## src/rtl/dtz_pkg.sv

```systemverilog
// ----------------------------------------------------------------------------
// dtz_pkg
// Shared types and constants of the touch dead-zone filter.
// ----------------------------------------------------------------------------
`default_nettype none

package dtz_pkg;

   // field widths
   localparam int TimeW   = 48;
   localparam int PosW    = 16;
   localparam int MsW     = 16;
   localparam int SizeW   = 12;
   localparam int CmdW    = 2;
   localparam int ProdW   = SizeW + MsW;
   localparam int DivBits = ProdW + 1;
   localparam int CntW    = $clog2(DivBits);
   localparam int AddrW   = 5;
   localparam int DataW   = 32;

   // queue between front and back
   localparam int QDepth = 2;
   localparam int QPtrW  = $clog2(QDepth);
   localparam int QCntW  = $clog2(QDepth + 1);

   // command codes
   localparam logic [CmdW-1:0] CMD_POKE  = 2'd0;
   localparam logic [CmdW-1:0] CMD_TOUCH = 2'd1;

   // register indexes
   localparam logic [2:0] REG_HOLD     = 3'd0;
   localparam logic [2:0] REG_DECAY    = 3'd1;
   localparam logic [2:0] REG_SIZE_MIN = 3'd2;
   localparam logic [2:0] REG_SIZE_MAX = 3'd3;
   localparam logic [2:0] REG_VERTICAL = 3'd4;
   localparam logic [2:0] REG_FLASH    = 3'd5;

   typedef struct packed {
      logic [MsW-1:0]   hold_time;
      logic [MsW-1:0]   decay_time;
      logic [SizeW-1:0] size_min;
      logic [SizeW-1:0] size_max;
      logic             vertical_mode;
      logic             flash_on_capture;
   } cfg_type;

   typedef enum logic {
      KIND_FIXED,
      KIND_RAMP
   } kind_type;

   // one classified item
   typedef struct packed {
      kind_type         kind;
      logic [SizeW-1:0] depth;
      logic [MsW-1:0]   elapsed;
      logic [PosW-1:0]  pos_x;
      logic [PosW-1:0]  pos_y;
   } entry_type;

   typedef struct packed {
      logic valid;
      logic full;
   } q_status_type;

   typedef enum logic [2:0] {
      B_IDLE,
      B_MUL,
      B_LOAD,
      B_DIV,
      B_FINISH,
      B_OUT
   } back_state_type;

endpackage

`default_nettype wire

```

## src/rtl/dtz_front.sv

```systemverilog
// ----------------------------------------------------------------------------
// dtz_front
// Accepts beats, tracks the last poke time and classifies each touch down.
// ----------------------------------------------------------------------------
`default_nettype none

module dtz_front (
   input  wire logic                          clock,
   input  wire logic                          reset,
   input  wire dtz_pkg::cfg_type              cfg,
   input  wire logic                          req_valid,
   output logic                               req_stall,
   input  wire logic [dtz_pkg::CmdW-1:0]      req_command,
   input  wire logic [dtz_pkg::TimeW-1:0]     req_event_time,
   input  wire logic [dtz_pkg::PosW-1:0]      req_pos_x,
   input  wire logic [dtz_pkg::PosW-1:0]      req_pos_y,
   input  wire dtz_pkg::q_status_type         q_status,
   output logic                               q_push,
   output dtz_pkg::entry_type                 q_entry
);

   logic                           st_valid_ff, st_valid_in;
   logic [dtz_pkg::CmdW-1:0]       st_cmd_ff;
   logic [dtz_pkg::TimeW-1:0]      st_time_ff;
   logic [dtz_pkg::PosW-1:0]       st_x_ff, st_y_ff;
   logic [dtz_pkg::TimeW-1:0]      last_poke_ff, last_poke_in;

   logic                           accept;
   logic [dtz_pkg::TimeW:0]        dt;
   logic                           dt_neg, dt_high;
   logic [dtz_pkg::MsW:0]          dt_low, end_time, elapsed_full;
   logic                           past_end, before_hold;

   // stage handshake
   assign req_stall   = st_valid_ff & q_status.full;
   assign accept      = req_valid & ~req_stall;
   assign q_push      = st_valid_ff & ~q_status.full;
   assign st_valid_in = accept | (st_valid_ff & ~q_push);

   // elapsed time since the last poke, as a signed difference
   assign dt           = {1'b0, st_time_ff} - {1'b0, last_poke_ff};
   assign dt_neg       = dt[dtz_pkg::TimeW];
   assign dt_high      = |dt[dtz_pkg::TimeW-1:dtz_pkg::MsW+1];
   assign dt_low       = dt[dtz_pkg::MsW:0];
   assign end_time     = {1'b0, cfg.hold_time} + {1'b0, cfg.decay_time};
   assign past_end     = ~dt_neg & (dt_high | (dt_low > end_time));
   assign before_hold  = dt_neg | (~dt_high & (dt_low < {1'b0, cfg.hold_time}));
   assign elapsed_full = dt_low - {1'b0, cfg.hold_time};

   // classify the staged beat
   always_comb begin
      q_entry.kind    = dtz_pkg::KIND_FIXED;
      q_entry.depth   = '0;
      q_entry.elapsed = elapsed_full[dtz_pkg::MsW-1:0];
      q_entry.pos_x   = st_x_ff;
      q_entry.pos_y   = st_y_ff;
      if (st_cmd_ff == dtz_pkg::CMD_TOUCH && cfg.size_max != '0) begin
         if (past_end) begin
            q_entry.depth = cfg.size_min;
         end else if (before_hold || cfg.decay_time == '0) begin
            q_entry.depth = cfg.size_max;
         end else begin
            q_entry.kind = dtz_pkg::KIND_RAMP;
         end
      end
   end

   // poke bookkeeping
   assign last_poke_in = (q_push && st_cmd_ff == dtz_pkg::CMD_POKE) ? st_time_ff : last_poke_ff;

   always_ff @(posedge clock) begin
      if (reset) begin
         st_valid_ff  <= 1'b0;
         last_poke_ff <= '0;
      end else begin
         st_valid_ff  <= st_valid_in;
         last_poke_ff <= last_poke_in;
      end
      if (accept) begin
         st_cmd_ff  <= req_command;
         st_time_ff <= req_event_time;
         st_x_ff    <= req_pos_x;
         st_y_ff    <= req_pos_y;
      end
   end

endmodule

`default_nettype wire

```

## src/rtl/dtz_queue.sv

```systemverilog
// ----------------------------------------------------------------------------
// dtz_queue
// Short register queue of classified items between front and back.
// ----------------------------------------------------------------------------
`default_nettype none

module dtz_queue (
   input  wire logic                  clock,
   input  wire logic                  reset,
   input  wire logic                  push,
   input  wire dtz_pkg::entry_type    push_entry,
   input  wire logic                  pop,
   output dtz_pkg::entry_type         head_entry,
   output dtz_pkg::q_status_type      status
);

   dtz_pkg::entry_type              slot_ff [dtz_pkg::QDepth];
   logic [dtz_pkg::QPtrW-1:0]       wr_ptr_ff, wr_ptr_in;
   logic [dtz_pkg::QPtrW-1:0]       rd_ptr_ff, rd_ptr_in;
   logic [dtz_pkg::QCntW-1:0]       count_ff, count_in;
   logic                            do_push, do_pop;

   assign status.valid = count_ff != '0;
   assign status.full  = count_ff == dtz_pkg::QCntW'(dtz_pkg::QDepth);
   assign head_entry   = slot_ff[rd_ptr_ff];

   assign do_push = push & ~status.full;
   assign do_pop  = pop & status.valid;

   // pointer and fill count update
   always_comb begin
      wr_ptr_in = wr_ptr_ff;
      rd_ptr_in = rd_ptr_ff;
      count_in  = count_ff;
      if (do_push) begin
         wr_ptr_in = (wr_ptr_ff == dtz_pkg::QPtrW'(dtz_pkg::QDepth - 1)) ? '0 : wr_ptr_ff + 1'b1;
      end
      if (do_pop) begin
         rd_ptr_in = (rd_ptr_ff == dtz_pkg::QPtrW'(dtz_pkg::QDepth - 1)) ? '0 : rd_ptr_ff + 1'b1;
      end
      if (do_push && !do_pop) begin
         count_in = count_ff + dtz_pkg::QCntW'(1);
      end else if (do_pop && !do_push) begin
         count_in = count_ff - dtz_pkg::QCntW'(1);
      end
   end

   always_ff @(posedge clock) begin
      if (reset) begin
         wr_ptr_ff <= '0;
         rd_ptr_ff <= '0;
         count_ff  <= '0;
      end else begin
         wr_ptr_ff <= wr_ptr_in;
         rd_ptr_ff <= rd_ptr_in;
         count_ff  <= count_in;
      end
      if (do_push) begin
         slot_ff[wr_ptr_ff] <= push_entry;
      end
   end

endmodule

`default_nettype wire

```

## src/rtl/dtz_back.sv

```systemverilog
// ----------------------------------------------------------------------------
// dtz_back
// Works out the ramp depth with a shared multiply and a bit-serial divide,
// then runs the consume test and holds the result beat.
// ----------------------------------------------------------------------------
`default_nettype none

module dtz_back (
   input  wire logic                          clock,
   input  wire logic                          reset,
   input  wire dtz_pkg::cfg_type              cfg,
   input  wire dtz_pkg::q_status_type         q_status,
   input  wire dtz_pkg::entry_type            q_entry,
   output logic                               q_pop,
   output logic                               rsp_valid,
   input  wire logic                          rsp_stall,
   output logic                               rsp_consumed,
   output logic [dtz_pkg::SizeW-1:0]          rsp_zone_depth,
   output logic                               rsp_flash_request
);

   dtz_pkg::back_state_type             state_ff, state_in;
   logic [dtz_pkg::SizeW-1:0]           depth_ff, depth_in;
   logic [dtz_pkg::MsW-1:0]             elapsed_ff, elapsed_in;
   logic [dtz_pkg::PosW-1:0]            x_ff, x_in, y_ff, y_in;
   logic [dtz_pkg::ProdW-1:0]           prod_ff, prod_in;
   logic [dtz_pkg::DivBits-1:0]         div_ff, div_in;
   logic [dtz_pkg::MsW-1:0]             rem_ff, rem_in;
   logic [dtz_pkg::CntW-1:0]            cnt_ff, cnt_in;
   logic                                rsp_valid_ff, rsp_valid_in;
   logic                                rsp_consumed_ff, rsp_consumed_in;
   logic [dtz_pkg::SizeW-1:0]           rsp_depth_ff, rsp_depth_in;
   logic                                rsp_flash_ff, rsp_flash_in;

   logic                                span_neg;
   logic [dtz_pkg::SizeW-1:0]           span_mag;
   logic [dtz_pkg::MsW:0]               rem_shift;
   logic                                rem_ge;
   logic [dtz_pkg::PosW-1:0]            limit;
   logic                                hit;
   logic                                out_free;
   logic                                last_step;

   // span between the two sizes, as sign and magnitude
   assign span_neg = cfg.size_min > cfg.size_max;
   assign span_mag = span_neg ? cfg.size_min - cfg.size_max : cfg.size_max - cfg.size_min;

   // one restoring divide step
   assign rem_shift = {rem_ff, div_ff[dtz_pkg::DivBits-1]};
   assign rem_ge    = rem_shift >= {1'b0, cfg.decay_time};
   assign last_step = cnt_ff == dtz_pkg::CntW'(dtz_pkg::DivBits - 1);

   // consume test
   assign limit = {depth_ff, 4'b0000};
   assign hit   = (y_ff < limit) | (cfg.vertical_mode & (x_ff < limit));

   assign out_free = ~rsp_valid_ff | ~rsp_stall;

   // next state
   always_comb begin
      state_in = state_ff;
      case (state_ff)
         dtz_pkg::B_IDLE: begin
            if (q_status.valid) begin
               state_in = (q_entry.kind == dtz_pkg::KIND_RAMP) ? dtz_pkg::B_MUL : dtz_pkg::B_OUT;
            end
         end
         dtz_pkg::B_MUL:    state_in = dtz_pkg::B_LOAD;
         dtz_pkg::B_LOAD:   state_in = dtz_pkg::B_DIV;
         dtz_pkg::B_DIV: begin
            if (last_step) begin
               state_in = dtz_pkg::B_FINISH;
            end
         end
         dtz_pkg::B_FINISH: state_in = dtz_pkg::B_OUT;
         dtz_pkg::B_OUT: begin
            if (out_free) begin
               state_in = dtz_pkg::B_IDLE;
            end
         end
         default:           state_in = dtz_pkg::B_IDLE;
      endcase
   end

   // datapath and outputs
   always_comb begin
      q_pop           = 1'b0;
      depth_in        = depth_ff;
      elapsed_in      = elapsed_ff;
      x_in            = x_ff;
      y_in            = y_ff;
      prod_in         = prod_ff;
      div_in          = div_ff;
      rem_in          = rem_ff;
      cnt_in          = cnt_ff;
      rsp_consumed_in = rsp_consumed_ff;
      rsp_depth_in    = rsp_depth_ff;
      rsp_flash_in    = rsp_flash_ff;
      rsp_valid_in    = rsp_valid_ff & rsp_stall;
      case (state_ff)
         dtz_pkg::B_IDLE: begin
            if (q_status.valid) begin
               q_pop      = 1'b1;
               depth_in   = q_entry.depth;
               elapsed_in = q_entry.elapsed;
               x_in       = q_entry.pos_x;
               y_in       = q_entry.pos_y;
            end
         end
         dtz_pkg::B_MUL: begin
            prod_in = dtz_pkg::ProdW'(span_mag) * dtz_pkg::ProdW'(elapsed_ff);
         end
         dtz_pkg::B_LOAD: begin
            // when the span is not negative, bias by decay - 1 so that the quotient rounds up
            div_in = {1'b0, prod_ff}
                   + (span_neg ? '0
                               : dtz_pkg::DivBits'(cfg.decay_time - dtz_pkg::MsW'(1)));
            rem_in = '0;
            cnt_in = '0;
         end
         dtz_pkg::B_DIV: begin
            rem_in = rem_ge ? rem_shift[dtz_pkg::MsW-1:0] - cfg.decay_time
                            : rem_shift[dtz_pkg::MsW-1:0];
            div_in = {div_ff[dtz_pkg::DivBits-2:0], rem_ge};
            cnt_in = cnt_ff + dtz_pkg::CntW'(1);
         end
         dtz_pkg::B_FINISH: begin
            depth_in = span_neg ? cfg.size_max + div_ff[dtz_pkg::SizeW-1:0]
                                : cfg.size_max - div_ff[dtz_pkg::SizeW-1:0];
         end
         dtz_pkg::B_OUT: begin
            if (out_free) begin
               rsp_valid_in    = 1'b1;
               rsp_consumed_in = hit;
               rsp_depth_in    = depth_ff;
               rsp_flash_in    = hit & cfg.flash_on_capture;
            end
         end
         default: begin
            q_pop = 1'b0;
         end
      endcase
   end

   always_ff @(posedge clock) begin
      if (reset) begin
         state_ff     <= dtz_pkg::B_IDLE;
         rsp_valid_ff <= 1'b0;
      end else begin
         state_ff     <= state_in;
         rsp_valid_ff <= rsp_valid_in;
      end
      depth_ff        <= depth_in;
      elapsed_ff      <= elapsed_in;
      x_ff            <= x_in;
      y_ff            <= y_in;
      prod_ff         <= prod_in;
      div_ff          <= div_in;
      rem_ff          <= rem_in;
      cnt_ff          <= cnt_in;
      rsp_consumed_ff <= rsp_consumed_in;
      rsp_depth_ff    <= rsp_depth_in;
      rsp_flash_ff    <= rsp_flash_in;
   end

   assign rsp_valid         = rsp_valid_ff;
   assign rsp_consumed      = rsp_consumed_ff;
   assign rsp_zone_depth    = rsp_depth_ff;
   assign rsp_flash_request = rsp_flash_ff;

endmodule

`default_nettype wire

```

## src/rtl/touch_dead_zone_filter_unit.sv

```systemverilog
// ----------------------------------------------------------------------------
// touch_dead_zone_filter_unit
// Edge dead-zone filter for touch events with a depth that decays after a poke.
// ----------------------------------------------------------------------------
// Every request beat gives exactly one response beat, in order. A poke or other
// action goes through the front stage and queue straight to the back end output;
// a touch down whose elapsed time falls in the decay window also runs the 29-step
// bit-serial divider in the back end that scales the size span by the elapsed
// time over the decay time. The front end keeps taking beats while the back end
// works, until its two-entry queue fills. The user must write registers over the
// APB port only while no beat is in flight; the block does not enforce this.
`default_nettype none

module touch_dead_zone_filter_unit (
   input  wire logic                          clock,
   input  wire logic                          reset,
   // request channel
   input  wire logic                          req_valid,
   output logic                               req_stall,
   input  wire logic [dtz_pkg::CmdW-1:0]      req_command,
   input  wire logic [dtz_pkg::TimeW-1:0]     req_event_time,
   input  wire logic [dtz_pkg::PosW-1:0]      req_pos_x,
   input  wire logic [dtz_pkg::PosW-1:0]      req_pos_y,
   // response channel
   output logic                               rsp_valid,
   input  wire logic                          rsp_stall,
   output logic                               rsp_consumed,
   output logic [dtz_pkg::SizeW-1:0]          rsp_zone_depth,
   output logic                               rsp_flash_request,
   // register port
   input  wire logic                          psel,
   input  wire logic                          penable,
   input  wire logic                          pwrite,
   input  wire logic [dtz_pkg::AddrW-1:0]     paddr,
   input  wire logic [dtz_pkg::DataW-1:0]     pwdata,
   output logic [dtz_pkg::DataW-1:0]          prdata,
   output logic                               pready
);

   dtz_pkg::cfg_type         cfg_ff, cfg_in;
   logic                     wr_en;
   logic [2:0]               reg_index;
   dtz_pkg::q_status_type    q_status;
   logic                     q_push, q_pop;
   dtz_pkg::entry_type       push_entry, head_entry;

   // register writes
   assign pready    = 1'b1;
   assign wr_en     = psel & penable & pwrite & pready;
   assign reg_index = paddr[4:2];

   always_comb begin
      cfg_in = cfg_ff;
      if (wr_en) begin
         case (reg_index)
            dtz_pkg::REG_HOLD:     cfg_in.hold_time        = pwdata[dtz_pkg::MsW-1:0];
            dtz_pkg::REG_DECAY:    cfg_in.decay_time       = pwdata[dtz_pkg::MsW-1:0];
            dtz_pkg::REG_SIZE_MIN: cfg_in.size_min         = pwdata[dtz_pkg::SizeW-1:0];
            dtz_pkg::REG_SIZE_MAX: cfg_in.size_max         = pwdata[dtz_pkg::SizeW-1:0];
            dtz_pkg::REG_VERTICAL: cfg_in.vertical_mode    = pwdata[0];
            dtz_pkg::REG_FLASH:    cfg_in.flash_on_capture = pwdata[0];
            default:               cfg_in = cfg_ff;
         endcase
      end
   end

   // register reads
   always_comb begin
      case (reg_index)
         dtz_pkg::REG_HOLD:     prdata = dtz_pkg::DataW'(cfg_ff.hold_time);
         dtz_pkg::REG_DECAY:    prdata = dtz_pkg::DataW'(cfg_ff.decay_time);
         dtz_pkg::REG_SIZE_MIN: prdata = dtz_pkg::DataW'(cfg_ff.size_min);
         dtz_pkg::REG_SIZE_MAX: prdata = dtz_pkg::DataW'(cfg_ff.size_max);
         dtz_pkg::REG_VERTICAL: prdata = dtz_pkg::DataW'(cfg_ff.vertical_mode);
         dtz_pkg::REG_FLASH:    prdata = dtz_pkg::DataW'(cfg_ff.flash_on_capture);
         default:               prdata = '0;
      endcase
   end

   always_ff @(posedge clock) begin
      if (reset) begin
         cfg_ff <= '0;
      end else begin
         cfg_ff <= cfg_in;
      end
   end

   // front end: accept and classify
   dtz_front u_front (
      .clock          (clock),
      .reset          (reset),
      .cfg            (cfg_ff),
      .req_valid      (req_valid),
      .req_stall      (req_stall),
      .req_command    (req_command),
      .req_event_time (req_event_time),
      .req_pos_x      (req_pos_x),
      .req_pos_y      (req_pos_y),
      .q_status       (q_status),
      .q_push         (q_push),
      .q_entry        (push_entry)
   );

   // queue between the two ends
   dtz_queue u_queue (
      .clock      (clock),
      .reset      (reset),
      .push       (q_push),
      .push_entry (push_entry),
      .pop        (q_pop),
      .head_entry (head_entry),
      .status     (q_status)
   );

   // back end: depth and consume test
   dtz_back u_back (
      .clock             (clock),
      .reset             (reset),
      .cfg               (cfg_ff),
      .q_status          (q_status),
      .q_entry           (head_entry),
      .q_pop             (q_pop),
      .rsp_valid         (rsp_valid),
      .rsp_stall         (rsp_stall),
      .rsp_consumed      (rsp_consumed),
      .rsp_zone_depth    (rsp_zone_depth),
      .rsp_flash_request (rsp_flash_request)
   );

   // checks
   a_flash_needs_hit: assert property (@(posedge clock) disable iff (reset)
      rsp_valid && rsp_flash_request |-> rsp_consumed)
      else $error("flash request without a consumed touch");

   a_hit_needs_depth: assert property (@(posedge clock) disable iff (reset)
      rsp_valid && rsp_consumed |-> rsp_zone_depth != '0)
      else $error("touch consumed by a zone of zero depth");

   a_flash_off: assert property (@(posedge clock) disable iff (reset)
      rsp_valid && !cfg_ff.flash_on_capture |-> !rsp_flash_request)
      else $error("flash request while flash is disabled");

   a_reset_idle: assert property (@(posedge clock)
      $past(reset) |-> !rsp_valid && q_status == '0)
      else $error("response or queue not empty after reset");

endmodule

`default_nettype wire
```

## config.mk

```make
export PLATFORM = sky130hd
export DESIGN_NAME = touch_dead_zone_filter_unit
export DESIGN_NICKNAME = d
export VERILOG_FILES = /design/src/rtl/dtz_pkg.sv /design/src/rtl/dtz_front.sv /design/src/rtl/dtz_queue.sv /design/src/rtl/dtz_back.sv /design/src/rtl/touch_dead_zone_filter_unit.sv
export SDC_FILE = /design/constraint.sdc
export NUM_CORES = 1
export LEC_CHECK = 0
export BUFFER_PORTS_ARGS = -buffer_cell sky130_fd_sc_hd__buf_2
export CAP_MARGIN = 40
export CORE_ASPECT_RATIO = 0.5
export CORE_MARGIN = 3
export CORE_UTILIZATION = 35
export CTS_CLUSTER_SIZE = 16
export DETAILED_ROUTE_END_ITERATION = 8
export SETUP_SLACK_MARGIN = 0.5
export SYNTH_ARGS = -nofsm -noshare
export SYNTH_HDL_FRONTEND = slang
export SYNTH_SLANG_ARGS = --single-unit
```

## constraint.sdc

```tcl
create_clock -name clock -period 8.4 [get_ports clock]
set_clock_uncertainty 0.2 [all_clocks]
set_input_delay 0 -clock clock [delete_from_list [all_inputs] [get_ports clock]]
set_output_delay 0 -clock clock [all_outputs]
set_load 0.005 [all_outputs]
```

==> flow_metrics.py <==
metrics = {
    "sta": {
        "setup_viol": 0,
        "tightest_slew_ps": 893,
        "setup_ws_ps": 71.6,
        "finalCritPeriodShare": 0.991,
        "rsz0062_at_grt": "yes",
        "finalHoldViolCount": 0,
        "fmax_mhz": 120,
        "drv_slew": 0,
        "min_period_ps": 8330,
        "slew_headroom": 0.397,
    },
    "power": {
        "ir_drop_mv": 0.167,
        "seqPwrFrac": 0.356,
        "switching_share": 0.377,
        "leakage_uw": 0.0151,
        "pwr-share-clk": 0.217,
        "power_per_cell_area_nw_per_um2": 241,
        "p_comb_frac": 0.427,
        "switchingPower_uw": 3450,
        "cell_internal_pwr_uw": 5690,
    },
    "global_routing": {
        "grt_max_degree": 76,
        "grt_pass1_vias": 24600,
        "track_usage": 0.179,
        "overflow": 0,
        "antenna_found_initial": 1,
        "grt_pass1_wl_um": 136000,
    },
    "layout": {
        "post_route_cells_drive_above_1_share": 0.137,
        "diodes": 0,
        "register_area_um2": 12100,
        "fill_cells": 8507,
        "fin_util": 0.425,
        "syn_to_final_growth_pct": 19.2,
        "multi_input_area_um2": 18200,
        "nNetsFinal": 4122,
    },
    "floorplanning": {
        "fp.dieW_um": 432,
        "rows": 77,
        "die_area_um2": 94800,
        "top_level_ports": 175,
        "die_h_um": 219,
        "core-area_um2": 89200,
        "start_util": 0.357,
    },
    "setup_path": {
        "crit_top_cell": "fa_1",
        "cp-end-kind": "flip-flop",
        "r2r-start": "cfg_ff[14]$_SDFFE_PP0P_",
        "cp_slowest_cell": "fa_1",
        "rrSetupSlack_ps": 70,
        "critPathMaxStageDelay_ps": 550,
        "critPathArrivalTime_ps": 8460,
        "worstRegToRegCells": 34,
        "r2r-end": "u_back.prod_ff[27]$_DFFE_PP_",
        "path_delay_family": "adder cells",
        "cp-start-kind": "flip-flop",
        "worstSetupPathType": "flip-flop to flip-flop",
        "crit_buf_inv": 4,
        "required_ps": 8540,
        "crit_fanout": 6,
    },
    "logic_synthesis": {
        "synth_warnings": 0,
        "synth.cell_area_um2": 31800,
        "yosys_most_used_dff": "edfxtp_1",
        "synth_edf_count": 324,
        "yosysUniqueCellTypes": 100,
        "async_flop_share": 0,
        "netlist.area_leader.share": 0.306,
        "synth-seq-cells": 440,
        "synthCells": 3247,
        "avgSynthCellArea_um2": 9.80,
        "synthTopCellsByArea": "edfxtp_1 31%, ha_1 11%, fa_1 9.3%, dfxtp_1 7.3%, nand2_1 4.8%",
        "yosysTopAreaCell": "edfxtp_1",
        "ys_seq_area_frac": 0.379,
    },
    "route": {
        "wl_per_cell_um": 17.8,
        "ant_nets": 0,
        "drt_wl_total_um": 85200,
        "vias": 24600,
        "drc_errors": 0,
        "vias_per_cell": 5.14,
        "first_pass_iters": 5,
        "drt_iter0_drc": 1901,
    },
    "place": {
        "preCtsSetupSlack_ps": -34.7,
        "post-dp-hpwl_um": 63500,
        "portBuffers": 131,
        "place.gp.congestion": 0.887,
    },
    "cts": {
        "cts_buffers": 45,
        "clock-root-buffer": "clkbuf_16",
        "htreeDepth": 2,
        "cts_tree": "yes",
        "clock_path_buffers": 3,
        "clkTransAtPathRegs_ps": 70,
        "insertion_delay_ps": 620,
        "cts_sinks": 440,
    },
    "run": {
        "maxCapViolCount": 0,
    },
    "min_path": {
        "holdPathStages": 4,
        "hp-class": "input port to flip-flop",
        "holdPathEnd": "cfg_ff[43]$_SDFFE_PP0P_",
        "worstHoldStart": "pwdata[1]",
    },
    "run_status": {
        "status": "complete, no violations",
    },
}
-- layout make-up --
type / count / share of cell area
clock buffers: 50 / 0.0302
multi-input cells: 2308 / 0.481
clock inverters: 32 / 0.00769
repair buffers: 409 / 0.0872
well taps: 1185 / 0.0391
inverters: 376 / 0.0372
flip-flops and latches: 440 / 0.318
-- stage by stage --
stage	cells	hold WS [ps]	setup TNS [ps]	power, uW	instance area, um^2
6_report	4800	51.5	0	9140	37900
3_5_place_dp	4511	-21.9	-56.0	6920	34200
2_1_floorplan	3262	-101	0	5880	32100
3_3_place_gp	4509	-23.6	0	6820	34100
5_1_grt	4800	29.7	-536	9850	37900
4_1_cts	4790	11.4	0	9100	37700
-- routing by layer --
metal | up-vias | GRT usage | wire length (um)
met3 | 143 | 0.0236 | 4320
met4 | 0 | 0.0573 | 2690
met1 | 12100 | 0.246 | 39000
met5 | - | 0 | 0
met2 | 587 | 0.294 | 39200
li1 | 11900 | - | -
-- cell usage in the layout (no fill, tap or decap), types with 108 or more instances in the layout --
| master | instances |
|---|---|
| dlygate4sd3_1 | 187 |
| dfxtp_1 | 112 |
| buf_2 | 130 |
| nor2_1 | 158 |
| nand2_1 | 404 |
| edfxtp_1 | 324 |
| fa_1 | 142 |
| ha_1 | 258 |
| inv_1 | 362 |
| a21oi_1 | 256 |
| o21ai_0 | 108 |
-- power groups by stage --
stage                     registers (uW)  clock network, uW  logic, uW
final                               3260               1980       3900
after global routing                3300               2130       4410
after CTS                           3250               2040       3810
after detailed placement            3290                  0       3620
after global placement              3290                  0       3530
after floorplan                     3080                  0       2800
-- sequential cells by signal, summed over array words and instances (netlist names), 16 cells and up, named ones only --
| register | count |
|---|---|
| u_queue.slot_ff | 106 |
| u_front.st_time_ff | 48 |
| u_back.elapsed_ff | 16 |
| u_front.last_poke_ff | 48 |
| u_back.rem_ff | 16 |
| u_back.div_ff | 29 |
| u_back.prod_ff | 28 |
| cfg_ff | 58 |
-- cell families (layout without fill, tap and decap cells) --
kind of cell               Yosys count  after routing  share of synthesized area
and+or+nand+nor                    959            959                      0.144
AOI/OAI and AO/OA                  674            674                      0.136
adders and majority gates          416            416                      0.198
buffers and inverters              514            867                     0.0660
DFF                                440            440                      0.379
xor gates and xnor gates           144            144                     0.0396
muxes                               98             98                     0.0369
other                                2             17                   0.000236
-- worst max path at each step --
| stage | startpoint | to | slack (ps) | cells after the start |
|---|---|---|---|---|
| after floorplan | cfg_ff[14]$_SDFFE_PP0P_ | u_back.prod_ff[27]$_DFFE_PP_ | 250 | 36 |
| after global placement | cfg_ff[14]$_SDFFE_PP0P_ | u_back.prod_ff[27]$_DFFE_PP_ | 40 | 36 |
| after detailed placement | cfg_ff[14]$_SDFFE_PP0P_ | u_back.prod_ff[27]$_DFFE_PP_ | -30 | 35 |
| after CTS | cfg_ff[14]$_SDFFE_PP0P_ | u_back.prod_ff[27]$_DFFE_PP_ | 90 | 34 |
| after global routing | cfg_ff[14]$_SDFFE_PP0P_ | u_back.prod_ff[27]$_DFFE_PP_ | -210 | 34 |
| final | cfg_ff[14]$_SDFFE_PP0P_ | u_back.prod_ff[27]$_DFFE_PP_ | 70 | 34 |
-- tightest hold or removal path: cells and delay by family --
family | cells | cell delay (ps)
compound gates | 1 | 50
buf+inv | 2 | 700
simple gates | 1 | 70
-- timing repair --
item                       4_1_cts  5_1_grt
setup endpoints to repair       11       13
gates resized for setup         31       43
setup buffers                   10       10
pin swaps                       26       23
gates cloned                     0        0
hold endpoints to repair       218        0
hold buffers                   187        0
-- synth_stat cells (44+ instances only) --
| master | instances |
|---|---|
| xor2_1 | 55 |
| nand2_1 | 408 |
| inv_1 | 376 |
| o21ai_0 | 114 |
| xnor2_1 | 89 |
| fa_1 | 148 |
| a21o_1 | 61 |
| nor2_1 | 162 |
| nand3_1 | 49 |
| dfxtp_1 | 116 |
| mux2_2 | 44 |
| clkbuf_1 | 93 |
| ha_1 | 268 |
| nor3_1 | 47 |
| and2_1 | 78 |
| edfxtp_1 | 324 |
| a21oi_1 | 260 |
(Power assumes the default switching activity.)
